File: config.mk
export PLATFORM = sky130hd
export DESIGN_NAME = spd_ram
export DESIGN_NICKNAME = d
export VERILOG_FILES = /design/src/hw/rtl/spd_ram.sv
export SDC_FILE = /design/constraint.sdc
export NUM_CORES = 2
export LEC_CHECK = 0
export BUFFER_PORTS_ARGS = -buffer_cell sky130_fd_sc_hd__buf_4
export CORE_MARGIN = 4
export CORE_UTILIZATION = 60
export DETAILED_ROUTE_END_ITERATION = 16
export MAX_ROUTING_LAYER = met4
export PLACE_DENSITY_LB_ADDON = 0.2
export RECOVER_POWER = 100
export REMOVE_ABC_BUFFERS = 1
export SYNTH_ARGS = -nofsm -noshare
export SYNTH_HDL_FRONTEND = slang
export SYNTH_SLANG_ARGS = --single-unit
export TNS_END_PERCENT = 5
File: constraint.sdc
create_clock -name clk -period 4.85 [get_ports clk]
set_clock_uncertainty 0.15 [all_clocks]
set_input_delay 0.97 -clock clk [delete_from_list [all_inputs] [get_ports clk]]
set_output_delay 0.97 -clock clk [all_outputs]
set_load 0.005 [all_outputs]
File: src/hw/rtl/spd_ram.sv
module spd_ram #(
  parameter int DEPTH = 512,
  parameter int WIDTH = 8
) (
  input  logic                     clk,
  input  logic                     we,
  input  logic [$clog2(DEPTH)-1:0] waddr,
  input  logic [WIDTH-1:0]         wdata,
  input  logic [$clog2(DEPTH)-1:0] raddr,
  output logic [WIDTH-1:0]         rdata
);

  logic [WIDTH-1:0] mem [DEPTH];

  always_ff @(posedge clk) begin
    if (we) mem[waddr] <= wdata;
    rdata <= mem[raddr];
  end

endmodule

; After elaboration in Yosys (flattened, before gate mapping)
; Memory sizes are Yosys's and may differ from the RTL's. A register that Yosys moved wholly into a read port is not among the register bits.
; Index checks and enable logic that the tools add are counted.
[totals]
reg_bits = 0
mem_bits_rw = 4096
output_inout_bits = 8
memories = 1
[classes]
n_mux = 2
[mem_list]
columns = name, depth, width, rd, rd_clocked_by_memory_dff, wr, line_no
row1 = mem, 512, 8, 1, 1, 1, 13  ; logic [WIDTH-1:0] mem [DEPTH];
[ops]
columns = cell, count
row1 = 2-to-1 mux 1 bit, 2

; Longest topological paths before layout
[logic_depth]
depth_word = 2
mapped_depth = 12

; Least setup slack after synthesis
; OpenSTA, ideal clock, no wires.
[synth_timing]
path_kind = input port to flip-flop
from = input port raddr[0]
to = register rdata[0], read port of mem
setup_ps = 118
t_arrival_ps = 2824
required_ps = 4582
slack_ps = 1758
cell_stages = 10
n_path_buf = 4
path_cell_list = buf_4 > buf_12 > buf_12 > buf_2 > mux4_2 > o21ai_0 > nand3_1 > nand4_1 > o21ai_0 > o2111a_1
[synth_lines]
columns = item, line_no
row1 = "start, declared", 9  ; input logic [$clog2(DEPTH)-1:0] raddr,
row2 = "end, declared", 10  ; output logic [WIDTH-1:0] rdata

==> flow_metrics.tcl <==
set metrics [dict create \
    status "complete, but fails checks" \
    violations "max-capacitance violations, max-slew violations" \
    h-tree-depth 5 \
    clkLatencyLatePin_ns 0.92 \
    ys_seq_area_share_pct 77.0 \
    grt_pass1_wl_um 592000 \
    path_class "in -> reg" \
    switching_power_w 0.0155 \
    cts_resized 0 \
    worstSetupStartpoint "raddr[1]" \
    hold_path.startpoint "wdata[1]" \
    synth_cell_types 51 \
    synth_ff_type "edfxtp_1" \
    internal_power_w 0.0579 \
    dieArea_um2 275000 \
    syn2layout_area_growth_pct 11.4 \
    hold_buffers 0 \
    crit_path_end_kind "flop" \
    cts_sinks 4104 \
    cp_slowest_stage_delay_ns 0.93 \
    netlist_area_um2 160000 \
    setup_viol 0 \
    clk_path_buf_depth 4 \
    synth_fa_ha_area_share_pct 0 \
    io_pins 36 \
    rsz0062_at_grt "false" \
    min_period_ns 4.55 \
    fillers 17000 \
    worstPathCellList "buf_8 > or2_2 > buf_12 > o221ai_1 > o22ai_1 > o21ai_0 > nand4_1 > buf_4 > nor4_1 > buf_4 > o2111a_1" \
    synth_top_family_by_area "multiplexers" \
    r2r_setup_slack_ns 1.31 \
    cts_tree "yes" \
    hpwl_um 250000 \
    synth_seq_cells 4104 \
    gp_congestion 0.907 \
    fin_nets 8434 \
    tightest_slew_ns 4.14 \
    vias_per_cell 6.83 \
    initial_core_util_pct 60.3 \
    cts-buffers-inserted 408 \
    relSlewSlack_pct -176 \
    muxShareOfSynthArea_pct 14.2 \
    synth_edf_count 4096 \
    drc 0 \
    p_comb_share_pct 4.8 \
    cts_root_buf "clkbuf_16" \
    wl_per_cell_um 33.3 \
    final_cell_mix "4,096 x edfxtp_1, 797 x mux2i_1, 654 x mux4_2" \
    max_freq_mhz 220 \
    drtAntennaViolNets 0 \
    final_common_cell "edfxtp_1" \
    drive_gt1_share_pct 17.5 \
    leakage_nw 56.5 \
    peakVddDrop_mv 0.465 \
    arrival_ns 5.24 \
    worstPathMaxFanout 31 \
    hold_viol_final 0 \
    drv_slew 1635 \
    maxCapViolCount 33 \
    p_clk_share_pct 41.8 \
    placed_area_um2 166000 \
    path_common_cell "buf_4" \
    cp.required_ns 5.55 \
    gr-total-overflow 0 \
    die_w_um 524 \
    num_rows 189 \
    drtIter0Drc 12800 \
    r2r-start "mem[161][3]" \
    final_area_um2 178000 \
    wl_um 409000 \
    grt_start_max_net_pins 149 \
    period_share_pct 93.7 \
    core_um2 265000 \
    synthSimpleGateAreaFrac_pct 2.63 \
    synth_xor_area_share_pct 0 \
    cp-start-kind "input port" \
    yosys_warnings 0 \
    fin_util_pct 67.2 \
    post-cts-setup-buffer-count 0 \
    syn_avg_cell_area_um2 19.9 \
    slowest_stage "o21ai_0" \
    power_per_cell_area_nw_per_um2 412 \
    synthCells 8030 \
    hp-class "in -> reg" \
    grt_pass1_vias 82400 \
    track_usage_pct 30.7 \
    async_flop_share_pct 0 \
    seqPwrFrac_pct 53.3 \
    swShare_pct 21.1 \
    path_clk_slew_ns 0.06 \
    fp.dieH_um 524 \
    vias 83800 \
    portBuffers 35 \
    synth_compound_area_share_pct 4.31 \
    antenna_found_initial 27 \
    drtPass1Iterations 6 \
]
==> Yosys cell counts (36+ instances only) <==
| library cell | count | area [um2] |
|---|---|---|
| edfxtp_1 | 4096 | 123000 |
| mux2i_1 | 797 | 7980 |
| mux4_2 | 654 | 14700 |
| nor2_1 | 597 | 2240 |
| o221ai_1 | 371 | 3250 |
| clkbuf_1 | 265 | 995 |
| a21oi_1 | 194 | 971 |
| o22ai_1 | 163 | 1020 |
| o21ai_0 | 118 | 591 |
| nand2_1 | 111 | 417 |
| nor3_1 | 109 | 546 |
| buf_4 | 70 | 526 |
| buf_6 | 64 | 721 |
| a22oi_1 | 61 | 458 |
| buf_2 | 57 | 285 |
| buf_1 | 41 | 154 |
| nand3_1 | 36 | 180 |
| nor4_1 | 36 | 225 |
==> layout make-up <==
class / count / area [um2] / share of cell area (%)
Antenna cell: 14 / 35.0 / 0.0197
Clock buffer: 495 / 10700 / 5.98
Clock inverter: 243 / 2250 / 1.27
Inverter: 3 / 18.8 / 0.0105
Multi-Input combinational cell: 3410 / 34000 / 19.1
Sequential cell: 4104 / 123000 / 69.1
Tap cell: 3533 / 4420 / 2.48
Timing Repair Buffer: 479 / 3710 / 2.08
==> logic make-up (layout without fill, tap and decap cells) <==
logic type	Yosys count	count (layout)
DFF	4104	4104
muxes	1451	1451
and+or+nand+nor	980	980
AOI/OAI and AO/OA	979	979
buffers and inverters	516	1220
other	0	14
==> registers in the layout, indices dropped and copies added (netlist names) <==
name / count
mem: 4096
rdata: 8
==> routing by layer <==
| metal | global-route usage (%) | wire, um |
|---|---|---|
| met4 | 8.89 | 14100 |
| met3 | 4.73 | 43600 |
| met5 | - | 0 |
| met2 | 46.3 | 195000 |
| met1 | 44.5 | 156000 |
==> critical path, delay by kind of cell <==
kind                   cells  cell delay (ns)
AND/OR/NAND/NOR            3             1.57
AO/OA/AOI/OAI              4             1.64
buffers and inverters      4             0.97
==> path summary, 6_finish.rpt <==
kind / end / cells after the start
worst max-delay path: rdata[3] / 11
worst min-delay path: mem[453][1] / 1
worst max register to register: rdata[3] / 9
worst min register to register: rdata[0] / 6
==> per-stage QoR <==
stage | total power (W) | hold slack [ns] | std cells | setup TNS (ns) | setup WS (ns)
after global routing | 0.0754 | 0.380 | 12300 | 0 | 0.380
final | 0.0734 | 0.386 | 12300 | 0 | 0.305
after global placement | 0.0434 | 0.957 | 11500 | -0.309 | -0.246
after floorplan | 0.0412 | 0.788 | 7517 | -38.78 | -4.90
after detailed placement | 0.0434 | 0.947 | 11500 | 0 | 0.0297
after CTS | 0.0736 | 0.326 | 12300 | 0 | 0.985
==> power by group through the flow <==
stage	Combinational, W	Sequential (W)	Clock (W)
finish	0.00354	0.0392	0.0307
global placement	0.00349	0.0399	0
detailed placement	0.00356	0.0399	0
floorplan	0.00136	0.0398	0
CTS	0.00357	0.0391	0.0310
global route	0.00369	0.0391	0.0325
Note: power is estimated with default switching activity, not from simulation.
